===== src/design/bea_pkg.sv =====
// shared types and constants for the game pad edge detector with auto-repeat
package bea_pkg;

   // fixed widths of the stream and register fields
   localparam int BTN_W       = 16;
   localparam int STICK_W     = 8;
   localparam int CFG_W       = 8;
   localparam int CSR_ADDR_W  = 1;
   localparam int REQ_DATA_W  = 32;
   localparam int REQ_USER_W  = 2;
   localparam int RSP_DATA_W  = 80;

   // reset values of the repeat timing
   localparam logic [CFG_W-1:0] DELAY_RESET    = 8'd30;
   localparam logic [CFG_W-1:0] INTERVAL_RESET = 8'd5;
   localparam logic [CFG_W-1:0] COUNTER_RESET  = 8'd30;

   // item kind carried in tuser
   typedef enum logic {
      FUNC_POLL    = 1'b0,
      FUNC_CONSUME = 1'b1
   } func_type;

   // register indexes of the csr port
   typedef enum logic [CSR_ADDR_W-1:0] {
      CSR_REPEAT_DELAY    = 1'b0,
      CSR_REPEAT_INTERVAL = 1'b1
   } csr_addr_type;

   typedef struct packed {
      logic [CFG_W-1:0] repeat_delay;
      logic [CFG_W-1:0] repeat_interval;
   } cfg_type;

   typedef struct packed {
      func_type                   func;
      logic                       pad_error;
      logic [BTN_W-1:0]           buttons;
      logic signed [STICK_W-1:0]  stick_x_in;
      logic signed [STICK_W-1:0]  stick_y_in;
   } req_item_type;

   // last member sits in the lowest bits, so this packs straight onto tdata
   typedef struct packed {
      logic signed [STICK_W-1:0]  stick_y_out;
      logic signed [STICK_W-1:0]  stick_x_out;
      logic [BTN_W-1:0]           repeat_out;
      logic [BTN_W-1:0]           released_out;
      logic [BTN_W-1:0]           pressed_out;
      logic [BTN_W-1:0]           held_out;
   } rsp_item_type;

endpackage


===== src/design/bea_core.sv =====
// pad state, edge detection, repeat countdown and sticky accumulators
module bea_core
   import bea_pkg::*;
#(
   parameter int BUTTON_BITS = 16
) (
   input  logic          clock,
   input  logic          reset,
   input  logic          step,
   input  req_item_type  item,
   input  cfg_type       cfg,
   output rsp_item_type  result
);

   logic [BUTTON_BITS-1:0]     held_ff, held_in;
   logic [BUTTON_BITS-1:0]     acc_pr_ff, acc_pr_in;
   logic [BUTTON_BITS-1:0]     acc_rl_ff, acc_rl_in;
   logic [BUTTON_BITS-1:0]     acc_rp_ff, acc_rp_in;
   logic [CFG_W-1:0]           count_ff, count_in;
   logic signed [STICK_W-1:0]  stick_x_ff, stick_x_in;
   logic signed [STICK_W-1:0]  stick_y_ff, stick_y_in;
   logic                       error_ff, error_in;

   logic [BUTTON_BITS-1:0]     b, diff, pr, rl, rp;
   logic [CFG_W-1:0]           count_poll;

   // sample masked to the button count
   assign b    = BUTTON_BITS'(item.buttons);
   assign diff = b ^ held_ff;
   assign pr   = diff & b;
   assign rl   = diff & held_ff;

   // repeat countdown: reload on change, fire at one or zero
   always_comb begin
      if (diff != '0) begin
         rp         = pr;
         count_poll = cfg.repeat_delay;
      end else if (count_ff >= CFG_W'(2)) begin
         rp         = '0;
         count_poll = count_ff - CFG_W'(1);
      end else begin
         rp         = b;
         count_poll = cfg.repeat_interval;
      end
   end

   // next state and result word
   always_comb begin
      held_in    = held_ff;
      acc_pr_in  = acc_pr_ff;
      acc_rl_in  = acc_rl_ff;
      acc_rp_in  = acc_rp_ff;
      count_in   = count_ff;
      stick_x_in = stick_x_ff;
      stick_y_in = stick_y_ff;
      error_in   = error_ff;
      result     = '0;
      case (item.func)
         FUNC_POLL: begin
            error_in = item.pad_error;
            if (item.pad_error) begin
               // failed read keeps everything but the error flag, shows the stored pad
               result.held_out    = BTN_W'(held_ff);
               result.stick_x_out = stick_x_ff;
               result.stick_y_out = stick_y_ff;
            end else begin
               held_in    = b;
               count_in   = count_poll;
               stick_x_in = item.stick_x_in;
               stick_y_in = item.stick_y_in;
               acc_pr_in  = acc_pr_ff | pr;
               acc_rl_in  = acc_rl_ff | rl;
               acc_rp_in  = acc_rp_ff | rp;
               result.held_out     = BTN_W'(b);
               result.pressed_out  = BTN_W'(pr);
               result.released_out = BTN_W'(rl);
               result.repeat_out   = BTN_W'(rp);
               result.stick_x_out  = item.stick_x_in;
               result.stick_y_out  = item.stick_y_in;
            end
         end
         FUNC_CONSUME: begin
            // pad in error reads as all zeros
            if (!error_ff) begin
               result.held_out     = BTN_W'(held_ff);
               result.pressed_out  = BTN_W'(acc_pr_ff);
               result.released_out = BTN_W'(acc_rl_ff);
               result.repeat_out   = BTN_W'(acc_rp_ff);
               result.stick_x_out  = stick_x_ff;
               result.stick_y_out  = stick_y_ff;
            end
            acc_pr_in = '0;
            acc_rl_in = '0;
            acc_rp_in = '0;
         end
         default: begin
         end
      endcase
   end

   // state registers, updated once per word
   always_ff @(posedge clock) begin
      if (reset) begin
         held_ff    <= '0;
         acc_pr_ff  <= '0;
         acc_rl_ff  <= '0;
         acc_rp_ff  <= '0;
         count_ff   <= COUNTER_RESET;
         stick_x_ff <= '0;
         stick_y_ff <= '0;
         error_ff   <= 1'b0;
      end else if (step) begin
         held_ff    <= held_in;
         acc_pr_ff  <= acc_pr_in;
         acc_rl_ff  <= acc_rl_in;
         acc_rp_ff  <= acc_rp_in;
         count_ff   <= count_in;
         stick_x_ff <= stick_x_in;
         stick_y_ff <= stick_y_in;
         error_ff   <= error_in;
      end
   end

endmodule


===== src/design/button_edge_autorepeat.sv =====
// top level: input register, pad logic, output register and csr registers
//
// Game pad edge detector with auto-repeat. Each accepted word gives exactly one
// response word; a poll word returns this poll's edges and repeats, a consume
// word returns the accumulated ones and clears them. One word is taken every
// cycle while rsp_tready is high: an input register feeds the pad logic, whose
// result lands in an output register, so a new word is accepted while a
// finished one still waits for rsp_tready. The user must write the csr registers
// only while no word is in flight; the block itself does not enforce it.
module button_edge_autorepeat
   import bea_pkg::*;
#(
   parameter int BUTTON_BITS = 16
) (
   input  logic                   clock,
   input  logic                   reset,
   input  logic                   req_tvalid,
   output logic                   req_tready,
   input  logic [REQ_DATA_W-1:0]  req_tdata,   // buttons, stick_x_in, stick_y_in
   input  logic [REQ_USER_W-1:0]  req_tuser,   // func, pad_error
   output logic                   rsp_tvalid,
   input  logic                   rsp_tready,
   // held_out, pressed_out, released_out, repeat_out, stick_x_out, stick_y_out
   output logic [RSP_DATA_W-1:0]  rsp_tdata,
   input  logic                   csr_we,
   input  logic [CSR_ADDR_W-1:0]  csr_addr,
   input  logic [CFG_W-1:0]       csr_wdata
);

   logic          in_valid_ff, in_valid_in;
   req_item_type  in_item_ff;
   req_item_type  req_item;
   logic          out_valid_ff, out_valid_in;
   rsp_item_type  out_item_ff;
   rsp_item_type  result;
   cfg_type       cfg_ff;
   logic          advance;
   logic          req_accept;

   // unpack the request word
   assign req_item.func       = func_type'(req_tuser[0]);
   assign req_item.pad_error  = req_tuser[1];
   assign req_item.buttons    = req_tdata[BTN_W-1:0];
   assign req_item.stick_x_in = req_tdata[BTN_W+STICK_W-1:BTN_W];
   assign req_item.stick_y_in = req_tdata[BTN_W+2*STICK_W-1:BTN_W+STICK_W];

   // handshake
   assign advance     = in_valid_ff && (!out_valid_ff || rsp_tready);
   assign req_tready  = !in_valid_ff || advance;
   assign req_accept  = req_tvalid && req_tready;
   assign rsp_tvalid  = out_valid_ff;
   assign rsp_tdata   = out_item_ff;

   always_comb begin
      if (req_accept) begin
         in_valid_in = 1'b1;
      end else if (advance) begin
         in_valid_in = 1'b0;
      end else begin
         in_valid_in = in_valid_ff;
      end
   end

   always_comb begin
      if (advance) begin
         out_valid_in = 1'b1;
      end else if (rsp_tready) begin
         out_valid_in = 1'b0;
      end else begin
         out_valid_in = out_valid_ff;
      end
   end

   // input and output registers
   always_ff @(posedge clock) begin
      if (reset) begin
         in_valid_ff  <= 1'b0;
         out_valid_ff <= 1'b0;
      end else begin
         in_valid_ff  <= in_valid_in;
         out_valid_ff <= out_valid_in;
      end
      if (req_accept) begin
         in_item_ff <= req_item;
      end
      if (advance) begin
         out_item_ff <= result;
      end
   end

   // csr registers
   always_ff @(posedge clock) begin
      if (reset) begin
         cfg_ff.repeat_delay    <= DELAY_RESET;
         cfg_ff.repeat_interval <= INTERVAL_RESET;
      end else if (csr_we) begin
         unique case (csr_addr_type'(csr_addr))
            CSR_REPEAT_DELAY:    cfg_ff.repeat_delay    <= csr_wdata;
            CSR_REPEAT_INTERVAL: cfg_ff.repeat_interval <= csr_wdata;
            default: begin
            end
         endcase
      end
   end

   bea_core #(
      .BUTTON_BITS (BUTTON_BITS)
   ) u_core (
      .clock  (clock),
      .reset  (reset),
      .step   (advance),
      .item   (in_item_ff),
      .cfg    (cfg_ff),
      .result (result)
   );

endmodule


===== config.mk =====
export PLATFORM = sky130hd
export DESIGN_NAME = button_edge_autorepeat
export DESIGN_NICKNAME = d
export VERILOG_FILES = /design/src/design/bea_pkg.sv /design/src/design/bea_core.sv /design/src/design/button_edge_autorepeat.sv
export SDC_FILE = /design/constraint.sdc
export NUM_CORES = 1
export LEC_CHECK = 0
export BUFFER_PORTS_ARGS = -buffer_cell sky130_fd_sc_hd__buf_2
export CORE_UTILIZATION = 42
export DETAILED_ROUTE_END_ITERATION = 8
export HOLD_SLACK_MARGIN = 0.15
export PLACE_DENSITY = 0.68
export SKIP_LAST_GASP = 1
export SLEW_MARGIN = 25
export SYNTH_ARGS = -nofsm -noshare
export SYNTH_HDL_FRONTEND = slang
export SYNTH_HIERARCHICAL = 1
export SYNTH_SLANG_ARGS = --single-unit

===== constraint.sdc =====
create_clock -name clock -period 7.9 [get_ports clock]
set_clock_uncertainty 0.2 [all_clocks]
set_input_delay 1.58 -clock clock [delete_from_list [all_inputs] [get_ports clock]]
set_output_delay 1.58 -clock clock [all_outputs]
set_load 0.01 [all_outputs]

==> impl_metrics.py, run 1 <==
metrics = {
    "pwr": {
        "power_frac_seq_pct": 51.4,
        "internal-power_uw": 1920,
        "sw_frac_of_total_pct": 22.6,
        "power.leakage_uw": 0.00402,
        "ir_drop_uv": 132,
        "clock_power_share_pct": 42.0,
        "power.density_mw_per_mm2": 233,
        "pwr-share-comb_pct": 6.7,
        "switching_power_uw": 561,
        "total_power_uw": 2480,
    },
    "synth": {
        "synthCells": 804,
        "synth_edf_count": 114,
        "async_flop_share_pct": 0,
        "yosysSeqAreaShare_pct": 61.2,
        "ys_warn_count": 6,
        "ys_ff_latch": 221,
        "syn_area_sq_mm": 0.00910,
        "syn_nets": 886,
        "synth_ff_type": "edfxtp_1",
        "synth_area_per_cell_sq_um": 11.3,
        "synth_cell_types": 47,
    },
    "die": {
        "die_h_microns": 149,
        "pin_count": 130,
        "fp.dieW_microns": 149,
        "placementRows": 53,
        "start_util_pct": 43.0,
        "core_area_sq_mm": 0.0212,
        "die_area_sq_mm": 0.0223,
    },
    "placed_design": {
        "port_buffers": 129,
        "dp_hpwl_microns": 13300,
        "gp_congestion": 0.776,
        "place_inst": 1160,
    },
    "grt": {
        "grt_pass1_wl_microns": 32900,
        "grt_start_max_net_pins": 90,
        "antenna_found_initial": 0,
        "grt_usage_pct": 19.0,
        "grt_pass1_vias": 5971,
        "grt_remaining_overflow": 0,
    },
    "clocking": {
        "clkTransAtPathRegs_ns": 0.06,
        "clk_latency_ns": 0.51,
        "cts_tree": "yes",
        "htree_num_levels": 1,
        "clock_sinks": 221,
        "cts_made_buffers": 24,
        "post_cts_buffers": 0,
        "clk_path_buf_depth": 3,
        "hold_buffers": 0,
        "root_buffer": "clkbuf_16",
        "cts_resized": 0,
    },
    "critical_path": {
        "critPathKind": "in2out",
        "worstPathArrival_ns": 2.02,
        "end_kind": "output pin",
        "required_ns": 6.12,
        "cpPeakStageDelay_ns": 0.18,
        "crit_path_start_kind": "primary input",
        "path_cells": "buf_2 -> nand3b_1 -> buf_2",
        "slowest_stage": "nand3b_1",
        "cpMostUsedCell": "buf_2",
        "critPathMaxFanout": 3,
    },
    "cells_and_area": {
        "n_antenna_cell": 0,
        "multi_input_area_sq_mm": 0.00314,
        "post-route-util_pct": 50.4,
        "fill_cells": 1938,
        "area.growth.synth_to_final_pct": 17.1,
        "layout.cells.non_filler": 1204,
        "drive_above_1_share_pct": 19.8,
        "nets": 993,
        "area.sequential_sq_mm": 0.00557,
    },
    "routing": {
        "drcViolationCount": 0,
        "routed_wirelength_microns": 21100,
        "wl_per_cell_microns": 17.6,
        "ant_nets": 0,
        "via_per_inst": 5.40,
        "drtIter0Drc": 493,
        "drtPass1Iterations": 7,
        "num_vias": 6503,
    },
    "sta": {
        "slew_headroom_pct": 33.1,
        "max_freq_mhz": 263,
        "tightest_slew_ns": 1.00,
        "rsz0062_at_grt": "false",
        "maxSlewViolCount": 0,
        "hold_viol_final": 0,
        "min_period_ns": 3.80,
        "setup_tns_ns": 0,
        "period_share_pct": 48.1,
        "setup_viol": 0,
        "holdWs_ns": 0.253,
    },
    "status": {
        "status": "finished, final reports clean",
    },
    "hold_path": {
        "hold_path.class": "reg2reg",
    },
    "run": {
        "maxCapViolations": 0,
    },
}
-- cells by family (layout without fill, tap and decap cells) --
kind of cell / Yosys count / after routing / share of synthesized area (%)
multiplexers: 27 / 27 / 2.97
buffers and inverters: 96 / 221 / 4.50
XOR/XNOR: 3 / 3 / 0.289
adder cells (fa/ha/maj): 34 / 34 / 4.68
AND/OR/NAND/NOR: 220 / 220 / 11.0
flip-flops: 221 / 221 / 61.2
AO/OA/AOI/OAI: 203 / 203 / 15.4
-- power groups by stage --
| stage | sequential [uW] | clock [uW] | combinational (uW) |
|---|---|---|---|
| finish | 1270 | 1040 | 166 |
| detailed placement | 1300 | 0 | 167 |
| floorplan | 1300 | 0 | 93.9 |
| global placement | 1300 | 0 | 165 |
| global route | 1280 | 1110 | 183 |
| CTS | 1280 | 1060 | 168 |
-- layout make-up --
cell class	count	area share (%)
Sequential cell	221	52.2
Multi-Input combinational cell	487	29.5
Timing Repair Buffer	139	6.77
Clock buffer	32	6.12
Tap cell	275	3.23
Inverter	38	1.34
Clock inverter	12	0.787
-- synth_stat cells, drive strengths merged (2+ instances only) --
| cell | count | area share (%) |
|---|---|---|
| a211o | 2 | 0.19 |
| a211oi | 3 | 0.25 |
| a21bo | 3 | 0.33 |
| a21oi | 49 | 2.7 |
| a22o | 64 | 6.2 |
| a22oi | 32 | 2.6 |
| a31oi | 3 | 0.21 |
| and2 | 3 | 0.21 |
| and3 | 2 | 0.14 |
| buf | 13 | 1.1 |
| clkbuf | 45 | 1.9 |
| dfxtp | 107 | 24 |
| edfxtp | 114 | 38 |
| ha | 34 | 4.7 |
| inv | 38 | 1.6 |
| mux2i | 27 | 3.0 |
| nand2 | 101 | 4.2 |
| nand2b | 13 | 0.89 |
| nand3 | 4 | 0.22 |
| nand3b | 2 | 0.17 |
| nand4 | 6 | 0.41 |
| nor2 | 49 | 2.0 |
| nor3 | 22 | 1.2 |
| nor4 | 3 | 0.21 |
| o211ai | 2 | 0.17 |
| o21ai | 36 | 2.0 |
| o31ai | 2 | 0.17 |
| or2 | 2 | 0.14 |
| or3 | 5 | 0.34 |
| or4 | 5 | 0.45 |
| xor2 | 2 | 0.19 |
-- worst paths after layout --
| path | from | to | slack, ns | depth (start not counted) |
|---|---|---|---|---|
| worst min-delay path | u_core/stick_y_ff[4]$_SDFFE_PP0P_ | u_core/stick_y_ff[4]$_SDFFE_PP0P_ | 0.25 | 2 |
| worst min register to register | u_core/stick_y_ff[4]$_SDFFE_PP0P_ | u_core/stick_y_ff[4]$_SDFFE_PP0P_ | 0.25 | 2 |
| worst max-delay path | rsp_tready | req_tready | 4.10 | 3 |
| worst max register to register | in_item_ff[32]$_DFFE_PP_ | u_core/acc_pr_ff[15]$_SDFFE_PP0P_ | 4.81 | 6 |
-- placed cells by master, fill, tap and decap left out, types with 2 or more instances in the layout --
cell       count
a211o_1        2
a211oi_1       3
a21bo_2        3
a21oi_1       49
a22o_1        64
a22oi_1       32
a31oi_1        3
and2_2         2
and3_1         2
buf_2        129
buf_4         10
clkbuf_1       7
clkbuf_16     25
clkinv_1       6
clkinv_2       3
dfxtp_1      107
edfxtp_1     114
ha_1          34
inv_1         38
mux2i_1       27
nand2_1      100
nand2b_1      13
nand3_1        4
nand3b_1       2
nand4_1        6
nor2_1        47
nor3_1        22
nor4_1         2
o211ai_1       2
o21ai_0       35
o31ai_1        2
or2_2          2
or3_1          5
or4_1          4
xor2_1         2
-- flip-flops by register name, summed over array words and instances, names as in the netlist, 16 cells and up --
register and cells:
cfg_ff 16, in_item_ff 34, rsp_tdata 80, u_core/acc_pr_ff 16
u_core/acc_rl_ff 16, u_core/acc_rp_ff 16, u_core/held_ff 16
-- worst max-delay path, delay by kind of cell --
kind / cells / cell delay (ns)
buffers and inverters: 2 / 0.26
AND/OR/NAND/NOR: 1 / 0.18
-- metrics by stage --
stage / cell area, sq um / setup slack (ns)
4_1_cts: 10700 / 4.11
5_1_grt: 10700 / 3.92
2_1_floorplan: 9100 / 2.90
6_report: 10700 / 4.10
3_3_place_gp: 9920 / 3.69
3_5_place_dp: 9920 / 3.61
-- routing by layer --
metal / global-route usage (%) / part of all wire [%] / vias to the layer above
li1: - / - / 3110
met1: 26.5 / 43 / 3094
met2: 30.2 / 48 / 259
met5: 0 / 0 / -
met4: 5.92 / 2.7 / 0
met3: 3.00 / 6.8 / 40
(Power assumes the default switching activity.)
==> run 2: changes to the inputs <==
Settings changed: ABC_AREA set to 1, PLACE_DENSITY 0.68 to 0.7.
Clock period 7.9 ns to 3.3 ns, I/O delays scaled along.
==> impl_metrics.py, run 2 <==
metrics = {
    "status": {
        "status": "finished, final reports clean",
    },
    "clocking": {
        "clock_sinks": 221,
        "clk_path_buf_depth": 3,
        "clkTransAtPathRegs_ns": 0.06,
        "cts_tree": "yes",
        "clk_latency_ns": 0.52,
        "cts_resized": 0,
        "htree_num_levels": 1,
        "root_buffer": "clkbuf_16",
        "cts_made_buffers": 24,
    },
    "synth": {
        "synth_ff_type": "edfxtp_1",
        "synth_edf_count": 114,
        "syn_nets": 1079,
        "ys_warn_count": 6,
        "synth_common_cells": "nand2_1 (188), inv_1 (147), edfxtp_1 (114), dfxtp_1 (107), nor2_1 (59)",
        "synth_area_per_cell_sq_um": 9.84,
        "synth_top_area_share_pct": 34.9,
        "synth_area_leaders": "edfxtp_1 (35%), dfxtp_1 (22%), nand2_1 (7.2%), inv_1 (5.6%), ha_1 (4.3%)",
        "async_flop_share_pct": 0,
        "syn_area_sq_mm": 0.00981,
        "synthCells": 997,
        "yosysSeqAreaShare_pct": 56.7,
        "netlist.top_cell.by_area": "edfxtp_1",
        "ys_ff_latch": 221,
        "synth.most_common_cell": "nand2_1",
        "synth_cell_types": 33,
    },
    "pwr": {
        "power.leakage_uw": 0.00481,
        "power_frac_seq_pct": 49.0,
        "internal-power_uw": 4780,
        "switching_power_uw": 1500,
        "power.density_mw_per_mm2": 533,
        "pwr-share-comb_pct": 9.1,
        "clock_power_share_pct": 42.0,
        "sw_frac_of_total_pct": 23.9,
        "total_power_uw": 6280,
        "ir_drop_uv": 306,
    },
    "critical_path": {
        "cpMostUsedCell": "nand2_1",
        "path_cells": "inv_1 -> ha_1 -> nand2_1 -> nor2_1 -> nand2_1 -> nor2_8 -> buf_4 -> nand3_2 -> o21ai_2 -> nand2_1 -> nand2_1",
        "critPathKind": "reg2reg",
        "reg2reg_from": "in_item_ff[24]$_DFFE_PP_",
        "worstPathArrival_ns": 2.66,
        "crit_path_start_kind": "flip-flop",
        "r2r_end": "rsp_tdata[61]$_DFFE_PP_",
        "required_ns": 3.49,
        "ff2ff_path_depth": 11,
        "cpPeakStageDelay_ns": 0.43,
        "critPathMaxFanout": 21,
        "rrSetupSlack_ns": 0.82,
        "end_kind": "flip-flop",
        "slowest_stage": "edfxtp_1",
    },
    "sta": {
        "tightest_slew_ns": 0.879,
        "period_share_pct": 75.0,
        "setup_viol": 0,
        "min_period_ns": 2.48,
        "setup_tns_ns": 0,
        "rsz0062_at_grt": "false",
        "max_freq_mhz": 404,
        "maxSlewViolCount": 0,
        "slew_headroom_pct": 41.4,
        "holdWs_ns": 0.157,
        "hold_viol_final": 0,
    },
    "routing": {
        "ant_nets": 0,
        "drtPass1Iterations": 5,
        "drcViolationCount": 0,
        "routed_wirelength_microns": 23000,
        "via_per_inst": 4.94,
        "drtIter0Drc": 547,
        "num_vias": 7333,
        "wl_per_cell_microns": 15.5,
    },
    "cells_and_area": {
        "largest_reg_flops": 80,
        "final_common_cell": "nand2_1",
        "nets": 1236,
        "area.growth.synth_to_final_pct": 20.2,
        "n_antenna_cell": 0,
        "drive_above_1_share_pct": 21.8,
        "fill_cells": 2054,
        "fin_area_sq_mm": 0.0118,
        "final_cell_mix": "nand2_1 (188), inv_1 (147), buf_2 (129)",
    },
    "grt": {
        "grt_pass1_vias": 6886,
        "grt_usage_pct": 19.4,
        "grt_start_max_net_pins": 46,
        "grt_pass1_wl_microns": 36500,
        "antenna_found_initial": 0,
        "grt_remaining_overflow": 0,
    },
    "hold_path": {
        "min_path_cells": 1,
        "min-delay-start": "req_tdata[10]",
        "min_to": "in_item_ff[26]$_DFFE_PP_",
        "hold_path.class": "in2reg",
    },
    "placed_design": {
        "gp_congestion": 0.812,
        "dp_hpwl_microns": 15200,
        "port_buffers": 129,
        "place_area_sq_mm": 0.0107,
    },
    "die": {
        "die_area_sq_mm": 0.0240,
        "placementRows": 55,
        "core_area_sq_mm": 0.0228,
        "fp.dieW_microns": 155,
        "die_h_microns": 155,
        "pin_count": 130,
        "start_util_pct": 43.1,
    },
    "run": {
        "maxCapViolations": 0,
    },
}
run 2: changes by cell type after synthesis, sizes merged, moves of 13 or more:
| cell | before | now |
|---|---|---|
| a22oi | 32 | 0 |
| o22ai | 1 | 64 |
| clkbuf | 45 | 13 |
| nor3 | 22 | 0 |
| a22o | 64 | 0 |
| nand3 | 4 | 42 |
| mux2i | 27 | 0 |
| nand2b | 13 | 0 |
| nand2 | 101 | 193 |
| buf | 13 | 34 |
| nor2 | 49 | 66 |
| a211oi | 3 | 32 |
| inv | 38 | 152 |
| o21ai | 36 | 82 |
run 2: routing by layer:
metal  vias up  wire [microns]  global-route usage [%]
met5         -               0                       0
li1       3663               -                       -
met3        43            1270                    2.89
met4         0             693                    6.27
met1      3396           10100                    25.6
met2       231           10900                    32.8
run 2: cells by family (layout without fill, tap and decap cells):
group	count (synthesis)	after routing	share of synthesized area, %
xor gates and xnor gates	1	1	0.0893
buffers and inverters	201	376	9.10
AOI/OAI and AO/OA	237	237	15.8
and+or+nand+nor	303	303	14.0
DFF	221	221	56.7
adders and majority gates	34	34	4.34
run 2: power groups by stage:
stage | Sequential, uW | Combinational [uW] | Clock, uW
floorplan | 3150 | 327 | 0
CTS | 3070 | 570 | 2690
global placement | 3130 | 530 | 0
finish | 3070 | 569 | 2640
detailed placement | 3130 | 537 | 0
global route | 3080 | 631 | 2800
run 2: worst max-delay path by stage:
stage | end | from | cells past startpoint | slack (ns)
6_report | rsp_tdata[61]$_DFFE_PP_ | in_item_ff[24]$_DFFE_PP_ | 11 | 0.82
2_1_floorplan | u_core/stick_y_ff[4]$_SDFFE_PP0P_ | rsp_tready | 5 | 0.003
3_3_place_gp | u_core/stick_x_ff[1]$_SDFFE_PP0P_ | rsp_tready | 6 | 0.88
5_1_grt | rsp_tdata[54]$_DFFE_PP_ | in_item_ff[24]$_DFFE_PP_ | 11 | 0.67
4_1_cts | rsp_tdata[61]$_DFFE_PP_ | in_item_ff[24]$_DFFE_PP_ | 11 | 0.85
3_5_place_dp | u_core/stick_y_ff[0]$_SDFFE_PP0P_ | rsp_tready | 6 | 0.85
run 2: critical path: cells and delay by family (launching register included):
| family | cells | cell delay, ns |
|---|---|---|
| DFF | 1 | 0.43 |
| and+or+nand+nor | 7 | 0.89 |
| AOI/OAI and AO/OA | 1 | 0.13 |
| buffers and inverters | 2 | 0.36 |
| adders and majority gates | 1 | 0.33 |
run 2: layout make-up:
| cell class | instances | area (sq um) | share of cell area [%] |
|---|---|---|---|
| Sequential cell | 221 | 5570 | 47.2 |
| Multi-Input combinational cell | 575 | 3360 | 28.5 |
| Timing Repair Buffer | 178 | 1110 | 9.40 |
| Clock buffer | 30 | 654 | 5.55 |
| Inverter | 154 | 584 | 4.96 |
| Tap cell | 313 | 392 | 3.32 |
| Clock inverter | 14 | 123 | 1.04 |
run 2: repair_timing:
item                      CTS  global route
hold buffers               32             1
hold endpoints to repair   32             1
setup buffers               0             0
run 2: through the flow:
step / std cells / utilization (%) / worst slack [ns]
2_1_floorplan: 997 / - / 0.00331
3_3_place_gp: 1408 / 46.9 / 0.880
3_5_place_dp: 1408 / 46.9 / 0.851
4_1_cts: 1484 / 51.7 / 0.852
5_1_grt: 1485 / 51.8 / 0.670
6_report: 1485 / 51.8 / 0.825
==> run 3: changes to the inputs <==
Settings changed: PLACE_DENSITY 0.7 to 0.67.
Clock period 3.3 ns to 2.5 ns, I/O delays scaled along.
==> impl_metrics.py, run 3 (synthesized netlist as in run 2, its figures left out) <==
metrics = {
    "cells_and_area": {
        "post-route-util_pct": 53.3,
        "fin_area_sq_mm": 0.0121,
        "largest_reg_flops": 80,
        "n_antenna_cell": 0,
        "area.growth.synth_to_final_pct": 23.8,
        "final_common_cell": "nand2_1",
        "nets": 1252,
        "final_cell_mix": "nand2_1 (187), inv_1 (143), buf_2 (129)",
        "drive_above_1_share_pct": 22.9,
    },
    "grt": {
        "grt_pass1_wl_microns": 37500,
        "grt_remaining_overflow": 0,
        "grt_start_max_net_pins": 50,
        "grt_usage_pct": 19.9,
        "antenna_found_initial": 0,
        "grt_pass1_vias": 7082,
    },
    "clocking": {
        "clock_sinks": 221,
        "clk_path_buf_depth": 3,
        "htree_num_levels": 1,
        "cts_tree": "yes",
        "root_buffer": "clkbuf_16",
        "cts_resized": 0,
        "cts_made_buffers": 24,
        "clkTransAtPathRegs_ns": 0.06,
        "clk_latency_ns": 0.51,
    },
    "sta": {
        "fin_ws_ns": 0.237,
        "hold_viol_final": 0,
        "min_period_ns": 2.26,
        "period_share_pct": 90.5,
        "maxSlewViolCount": 0,
        "max_freq_mhz": 442,
        "tightest_slew_ns": 1.03,
        "holdWs_ns": 0.170,
        "slew_headroom_pct": 31.1,
        "rsz0062_at_grt": "false",
        "setup_viol": 0,
    },
    "routing": {
        "wl_met3_microns": 1320,
        "routed_wirelength_microns": 23600,
        "drtIter0Drc": 504,
        "num_vias": 7476,
        "via_per_inst": 4.98,
        "met2_length_microns": 11300,
        "wl_per_cell_microns": 15.7,
        "ant_nets": 0,
        "highest_layer": "met4",
        "drtPass1Iterations": 5,
        "wirelength_met1_microns": 10500,
        "drcViolationCount": 0,
    },
    "pwr": {
        "switching_power_uw": 2020,
        "pwr-share-comb_pct": 9.1,
        "ir_drop_uv": 550,
        "power.density_mw_per_mm2": 720,
        "total_power_uw": 8740,
        "power_frac_seq_pct": 46.5,
        "sw_frac_of_total_pct": 23.1,
        "power.leakage_uw": 0.00495,
        "clock_power_share_pct": 44.4,
        "internal-power_uw": 6720,
    },
    "die": {
        "core_area_sq_mm": 0.0228,
        "start_util_pct": 43.1,
        "placementRows": 55,
        "die_h_microns": 155,
        "fp.dieW_microns": 155,
        "die_area_sq_mm": 0.0240,
        "pin_count": 130,
    },
    "status": {
        "status": "finished, final reports clean",
    },
    "critical_path": {
        "crit_path_start_kind": "flip-flop",
        "worstPathArrival_ns": 2.44,
        "end_kind": "flip-flop",
        "ff2ff_path_depth": 11,
        "required_ns": 2.68,
        "critPathMaxFanout": 31,
        "critPathKind": "reg2reg",
    },
    "hold_path": {
        "min_path_cells": 4,
        "hold_path.class": "in2reg",
    },
    "placed_design": {
        "port_buffers": 129,
        "place_area_sq_mm": 0.0108,
        "gp_congestion": 0.849,
        "dp_slack_ns": 0.271,
        "dp_hpwl_microns": 15700,
    },
    "run": {
        "maxCapViolations": 0,
    },
}
==> run 3: power by group through the flow <==
| stage | logic, uW | registers (uW) | clock network [uW] |
|---|---|---|---|
| after floorplan | 448 | 4150 | 0 |
| after global placement | 725 | 4140 | 0 |
| after detailed placement | 735 | 4140 | 0 |
| after CTS | 793 | 4060 | 3950 |
| after global routing | 873 | 4080 | 4100 |
| final | 793 | 4060 | 3880 |
==> run 3: final timing paths <==
path	from	endpoint	slack (ns)
worst min-delay path	csr_addr	cfg_ff[14]$_SDFFE_PP0P_	0.17
worst max-delay path	in_item_ff[23]$_DFFE_PP_	rsp_tdata[63]$_DFFE_PP_	0.24
worst min register to register	u_core/acc_rp_ff[5]$_SDFFE_PP0P_	u_core/acc_rp_ff[5]$_SDFFE_PP0P_	0.25
worst max register to register	in_item_ff[23]$_DFFE_PP_	rsp_tdata[63]$_DFFE_PP_	0.24
==> run 3: timing repair <==
action	in CTS	in global routing
hold buffers	44	0
hold endpoints to repair	52	0
endpoints found under the setup margin	0	0
buffers inserted	0	0
==> run 3: through the flow <==
stage	cells	TNS, ns
floorplan	997	-50.40
global placement	1413	0
detailed placement	1413	0
CTS	1501	0
global route	1501	0
finish	1501	0
==> run 3: cell type report <==
type                       instances  area [sq um]
fill                            2044         10600
sequential                       221          5570
multi-input combinational        575          3390
timing repair buffer             194          1320
clock buffer                      28           637
inverter                         154           601
tap                              313           392
clock inverter                    16           238
==> run 3: layer usage <==
| metal | global-route usage (%) | up-vias |
|---|---|---|
| met5 | 0 | - |
| met4 | 4.67 | 0 |
| met3 | 2.55 | 29 |
| met2 | 34.0 | 244 |
| met1 | 26.7 | 3500 |
| li1 | - | 3703 |
==> run 3: worst max-delay path, cell delays in order, from the launching register on <==
cell and delay, ns:
edfxtp_1 0.48, inv_1 0.07, ha_1 0.33, nand2_1 0.07
nor2_1 0.09, nand2_1 0.15, nor2_8 0.18, buf_12 0.23
nand3_1 0.11, o21ai_2 0.10, nand2_1 0.06, nand2_1 0.05
